### config.mk
export PLATFORM = sky130hd
export DESIGN_NAME = e2q_quarter_sine
export DESIGN_NICKNAME = d
export VERILOG_FILES = /design/src/euler_to_quaternion_macros.svh /design/src/e2q_pkg.sv /design/src/e2q_quarter_sine.sv
export SDC_FILE = /design/constraint.sdc
export NUM_CORES = 2
export LEC_CHECK = 0
export ABC_CLOCK_PERIOD_IN_PS = 12250
export BUFFER_PORTS_ARGS = -buffer_cell sky130_fd_sc_hd__buf_2
export CORE_ASPECT_RATIO = 0.9
export CORE_MARGIN = 2
export CORE_UTILIZATION = 65
export DETAILED_ROUTE_END_ITERATION = 10
export GPL_ROUTABILITY_DRIVEN = 0
export HOLD_SLACK_MARGIN = 0.03
export PLACE_DENSITY = 0.77
export RECOVER_POWER = 100
export SLEW_MARGIN = 5
export SYNTH_ARGS = -nofsm -noshare
export SYNTH_HDL_FRONTEND = slang
export SYNTH_SLANG_ARGS = --single-unit
### constraint.sdc
create_clock -name clk_i -period 12.25 [get_ports clk_i]
set_input_delay 1.225 -clock clk_i [delete_from_list [all_inputs] [get_ports clk_i]]
set_output_delay 1.225 -clock clk_i [all_outputs]
set_load 0.01 [all_outputs]
### src/euler_to_quaternion_macros.svh
// assertion helpers shared by the rtl
`ifndef EULER_TO_QUATERNION_MACROS_SVH
`define EULER_TO_QUATERNION_MACROS_SVH

// consequent checked in the same cycle
`define E2Q_ASSERT_NOW(lbl, ante, cons) \
  lbl: assert property (@(posedge clk_i) disable iff (!rst_ni) (ante) |-> (cons)) \
    else $error("e2q check failed");

// consequent checked in the next cycle
`define E2Q_ASSERT_NEXT(lbl, ante, cons) \
  lbl: assert property (@(posedge clk_i) disable iff (!rst_ni) (ante) |=> (cons)) \
    else $error("e2q check failed");

`endif

### src/e2q_pkg.sv
`timescale 1ns / 1ps
package e2q_pkg;
  // odd taylor-style coefficients of the quarter sine, q28
  localparam logic [28:0] SinC1 = 29'd421657428;
  localparam logic [28:0] SinC3 = 29'd173399667;
  localparam logic [28:0] SinC5 = 29'd21392326;
  localparam logic [28:0] SinC7 = 29'd1256749;
  localparam logic [15:0] SinC9 = 16'd43068;
  localparam logic [15:0] Q15One = 16'd32768;
  // pipeline stages inside the quarter sine unit
  localparam int unsigned SineLat = 6;
  localparam logic signed [17:0] SatMax = 18'sd32767;
  localparam logic signed [17:0] SatMin = -18'sd32768;
endpackage

### src/e2q_quarter_sine.sv
`timescale 1ns / 1ps
module e2q_quarter_sine (
  input  logic        clk_i,
  input  logic        en_i,
  input  logic [15:0] m_i,
  output logic [15:0] sin_o
);
  logic [15:0] z1_q, z2_q, z3_q, z4_q, z5_q;
  logic [15:0] sq1_q, sq2_q, sq3_q, sq4_q;
  logic [28:0] t1_q, t2_q, t3_q, t4_q;
  logic [15:0] sin_q;
  logic [31:0] zz;
  logic [31:0] p1;
  logic [44:0] p2, p3, p4, pf;
  logic [16:0] rnd;

  assign zz  = {16'd0, m_i} * {16'd0, m_i};
  assign p1  = {16'd0, sq1_q} * {16'd0, e2q_pkg::SinC9};
  assign p2  = {29'd0, sq2_q} * {16'd0, t1_q};
  assign p3  = {29'd0, sq3_q} * {16'd0, t2_q};
  assign p4  = {29'd0, sq4_q} * {16'd0, t3_q};
  assign pf  = {29'd0, z5_q} * {16'd0, t4_q};
  // q28 back to q15 with rounding
  assign rnd = 17'((pf[44:15] + 30'd4096) >> 13);

  always_ff @(posedge clk_i) begin
    if (en_i) begin
      z1_q  <= m_i;
      sq1_q <= zz[30:15];
      z2_q  <= z1_q;
      sq2_q <= sq1_q;
      t1_q  <= e2q_pkg::SinC7 - {12'd0, p1[31:15]} ;
      z3_q  <= z2_q;
      sq3_q <= sq2_q;
      t2_q  <= e2q_pkg::SinC5 - p2[43:15];
      z4_q  <= z3_q;
      sq4_q <= sq3_q;
      t3_q  <= e2q_pkg::SinC3 - p3[43:15];
      z5_q  <= z4_q;
      t4_q  <= e2q_pkg::SinC1 - p4[43:15];
      sin_q <= (rnd > {1'b0, e2q_pkg::Q15One}) ? e2q_pkg::Q15One : rnd[15:0];
    end
  end

  assign sin_o = sin_q;
endmodule

* Word-level counts from Yosys, hierarchy flattened
Index checks and enable logic that the tools add are counted.
** Word-level totals
- Bits in registers :: 276
- Latch bits :: 0
- Memory bits (writable) :: 0
- Bits in read-only memories :: 0
- Input port bits :: 18
- Output and inout port bits :: 16
- Word-level logic and storage cells :: 26
- Memories kept :: 0
** Operators by class
- Add/sub/neg operators :: 5
- $mul :: 6
- Div/mod/pow operators :: 0
- Magnitude comparators :: 1
- Eq/ne operators :: 0
- Shifts and indexed selects :: 0
- Mux-type cells :: 0
- Bitwise logic cells :: 0
- Reductions and logical operators :: 0
** Operators by type and width (number)
- multiplier 16 x 29 -> 44 bit :: 3
- multiplier 16 x 29 -> 45 bit :: 1
- multiplier 16 x 16 -> 31 bit :: 1
- adder 30 x 13 -> 30 bit (second input constant) :: 1
- multiplier 16 x 14 -> 30 bit (second input constant) :: 1
- subtractor 25 x 29 -> 29 bit (first input constant) :: 1
- subtractor 28 x 29 -> 29 bit (first input constant) :: 1
- subtractor 29 bit (first input constant) :: 1
- subtractor 21 x 17 -> 22 bit (first input constant) :: 1
- greater-than comparator 17 x 16 -> 1 bit (second input constant) :: 1

* Longest topological paths before layout
- Word-level depth :: 3
- Mapped depth :: 32
- Mapped depth without buffers :: 31

* Worst setup path before layout
Ideal clock, no wire load.
- Kind :: reg-to-reg
- Start :: register t2_q[12]
- End :: register t3_q[26], data pin
- Library setup time :: 0.270 ns
- Data arrival time :: 7.494 ns
- Data required time :: 11.980 ns
- Setup slack :: 4.486 ns
- Cell stages (with the launch flop) :: 32
- Path buffers :: 1
- Period minus slack after synthesis :: 7.764 ns
- Path through :: edfxtp_1 -> clkbuf_1 -> nand2_1 -> fa_1 -> inv_1 -> fa_1 -> inv_1 -> fa_1 -> inv_1 -> fa_1 -> inv_1 -> fa_1 -> inv_1 -> fa_1 -> ha_1 -> a21oi_1 -> o21ai_0 -> a211o_1 -> o2111ai_1 -> a21boi_1 -> or2_2 -> ha_1 -> nor2_1 -> o211ai_1 -> a21oi_1 -> a21oi_1 -> nor4_1 -> o2111ai_1 -> a21oi_2 -> mux2i_1 -> a311oi_1 -> xor2_1
** Between the ends
- Cells in the longest elaborated chain, start to end :: 2
** Ends and longest elaborated chain
- from (decl) :: RTL line e2q_quarter_sine.sv:10 : logic [28:0] t1_q, t2_q, t3_q, t4_q;
- from (signal assigned) :: RTL line e2q_quarter_sine.sv:35 : t2_q <= e2q_pkg::SinC5 - p2[43:15];
- multiplier 16 x 29 -> 44 bit :: RTL line e2q_quarter_sine.sv:20 : assign p3 = {29'd0, sq3_q} * {16'd0, t2_q};
- subtractor 28 x 29 -> 29 bit :: RTL line e2q_quarter_sine.sv:38 : t3_q <= e2q_pkg::SinC3 - p3[43:15];
- to (signal assigned) :: RTL line e2q_quarter_sine.sv:38
- to (decl) :: RTL line e2q_quarter_sine.sv:10
No other way between the ends.
A chain may end at the register's enable or synchronous reset.

* Worst setup path in the final report
- Start :: register z5_q[1]
- End :: register sin_q[1], in the netlist sin_o[1], data pin
** Between the ends
- Cells in the longest elaborated chain, start to end :: 3
** Ends and longest elaborated chain
- from (decl) :: RTL line e2q_quarter_sine.sv:8 : logic [15:0] z1_q, z2_q, z3_q, z4_q, z5_q;
- from (signal assigned) :: RTL line e2q_quarter_sine.sv:39 : z5_q <= z4_q;
- multiplier 16 x 29 -> 45 bit * :: RTL line e2q_quarter_sine.sv:22 : assign pf = {29'd0, z5_q} * {16'd0, t4_q};
- adder 30 x 13 -> 30 bit * :: RTL line e2q_quarter_sine.sv:24 : assign rnd = 17'((pf[44:15] + 30'd4096) >> 13);
- greater-than comparator 17 x 16 -> 1 bit :: RTL line e2q_quarter_sine.sv:41 : sin_q <= (rnd > {1'b0, e2q_pkg::Q15One}) ? e2q_pkg::Q15One : rnd[15:0];
- to (signal assigned) :: RTL line e2q_quarter_sine.sv:41
- to (decl) :: RTL line e2q_quarter_sine.sv:11 : logic [15:0] sin_q;
Every way passes the cells marked *; elsewhere a longest branch is shown, timed or not.

==> metrics.cfg <==
[global_route]
grt_max_degree = 98
overflow = 0
antenna_found_initial = 2
grt_use_total_pct = 30.4
grt_pass1_wl_um = 277000
grt_pass1_vias = 55233

[floorplanning]
die_x_um = 353
rows = 115
coreArea_sq_mm = 0.109
die-area_sq_mm = 0.112
start_util_pct = 65.4
ios = 34
die_h_um = 318

[clocking]
htree_levels = 2
clockBufferDepth = 3
root_buffer = clkbuf_16
clkLatencyLatePin_ps = 580
cts_made_buffers = 34
cts_resized = 0
cts_tree = built
post_cts_buffers = 0
cts_hold_buffers = 0
cts.sink_count = 261
clk_pin_slew_ps = 60

[synthesis]
synth_flop_cell = edfxtp_1
synth_edf_count = 261
syn_nets = 9837
seq_area_frac_synth_pct = 11.0
avgSynthCellArea_sq_um = 9.38
async_flop_share_pct = 0
synthesis.instances = 7612
ys.warnings.count = 0
synth_area_sq_mm = 0.0714
yosys_register_bits = 261
synth.distinct_cells = 103

[status]
status = complete, but fails checks
failed_checks = capacitance limit, slew limit

[routing]
drc = 0
drt_iter0_markers = 3391
wirelength_um = 163000
routed_via_density = 5.68
routedWlPerCell_um = 18.3
num_vias = 50542
drt-pass1-iter-count = 6
antenna_left = 0

[final_layout]
final_cell_mix = 1782 x inv_1, 1519 x fa_1, 1228 x nand2_1, 688 x ha_1, 616 x and2_1
syn_to_final_growth_pct = 3.15
drive_gt1_share_pct = 2.14
final_common_cell = inv_1
nets = 9637
fillCellCount = 8528

[critical_path]
end_kind = register
worstPathArrival_ps = 10240
critPathMaxStageDelay_ps = 1420
worstPathRequired_ps = 12510
cp_common_cell = fa_1
worst-path-max-fanout = 29
worst-path-buf-inv = 5
slowest_stage = a31oi_1
startpoint_type = register
crit_type = register to register
critPathTopFamily = adder cells

[sta]
finalSetupViolations = 0
clock.fmax_mhz = 100
tns_ps = 0
worst_slew_pin_slew_ps = 5480
rsz0062_at_grt = false
final_hold_viol_count = 0
fin_hold_ws_ps = 416
fin_skew_ps = 23.1
post-route-period-util_pct = 81.5
finalCriticalPeriod_ps = 9980
slew_violations = 337
relSlewSlack_pct = -265

[placement]
dp_hpwl_um = 126000
io_buffers = 33

[hold_path]
min_path_type = register to register

[job]
cap_violations = 7

[cell families after synthesis]
logic type	after synthesis	share of synthesized area, %
compound gates	555	5.28
fa+ha+maj	2208	54.7
xor+xnor	213	2.63
mux	15	0.230
flops	261	11.0
simple gates	2268	15.2
buf+inv	2092	11.0
[per-stage QoR]
step           worst slack, ps  std cells  cell area, sq um  util [%]
2_1_floorplan             4490       7612             71400         -
3_5_place_dp              3280       8838             72500      66.5
3_3_place_gp              3410       8838             72500      66.5
5_1_grt                   1660       8900             73600      67.5
6_report                  2270       8901             73600      67.5
4_1_cts                   3250       8900             73700      67.6
[area by class of cell]
type	count	area, sq um	share of cell area, %
Clock inverter	24	343	0.466
Multi-Input combinational cell	5259	55600	75.6
Inverter	1782	6690	9.08
Clock buffer	38	887	1.20
Tap cell	1462	1830	2.48
Sequential cell	261	7840	10.6
Timing Repair Buffer	74	405	0.551
Antenna cell	1	2.50	0.00340
[routing by layer]
| metal | vias up | part of all wire [%] | global-route usage [%] |
|---|---|---|---|
| met3 | 381 | 8.8 | 5.82 |
| met5 | - | 0 | 0 |
| met4 | 0 | 3.2 | 9.59 |
| met1 | 25547 | 41 | 41.2 |
| met2 | 2113 | 47 | 50.0 |
| li1 | 22501 | - | - |
[sequential cells by signal (all words and copies together), names as in the netlist, 18 cells and up]
| register | flops |
|---|---|
| t1_q | 18 |
| t2_q | 25 |
| t3_q | 29 |
| t4_q | 29 |
[worst paths after layout]
path	depth (start not counted)	start	end	slack, ps
setup / recovery	26	z5_q[1]$_DFFE_PP_	sin_o[1]$_SDFFCE_PN0P_	2270
hold / removal	0	z2_q[1]$_DFFE_PP_	z3_q[1]$_DFFE_PP_	420
setup reg to reg	26	z5_q[1]$_DFFE_PP_	sin_o[1]$_SDFFCE_PN0P_	2270
hold reg to reg	0	z2_q[1]$_DFFE_PP_	z3_q[1]$_DFFE_PP_	420
[worst register-to-register path, cell delays in order (launching register included)]
cell and delay (ps):
edfxtp_1 1210, nand2_1 230, fa_1 590, inv_1 60
fa_1 540, inv_1 60, fa_1 510, inv_1 60
fa_1 440, fa_1 520, inv_1 50, fa_1 470
inv_1 50, ha_1 330, a21oi_1 300, nand3_1 120
a31oi_1 150, o21ai_0 110, o31ai_1 520, a21oi_1 140
o221ai_1 450, and4_1 370, nor4bb_1 410, nand2_1 140
mux2_2 280, a31oi_1 1420, nor2_1 150
[synthesized netlist by cell type (all sizes together) (25+ instances only)]
master	count	area, sq um
a211oi	26	215
a21o	64	480
a21oi	146	738
and2	622	3890
and3	26	163
clkbuf	297	1110
edfxtp	261	7840
fa	1519	30400
ha	688	8610
inv	1782	6690
nand2	1228	4610
nand3	33	170
nand4	29	188
nor2	143	559
nor3	47	240
o211ai	25	198
o21a	30	225
o21ai	104	521
xnor2	148	1300
xor2	65	577
Power is not shown: default switching activity piles up to over one toggle a cycle in this logic, so the estimate is an artifact.
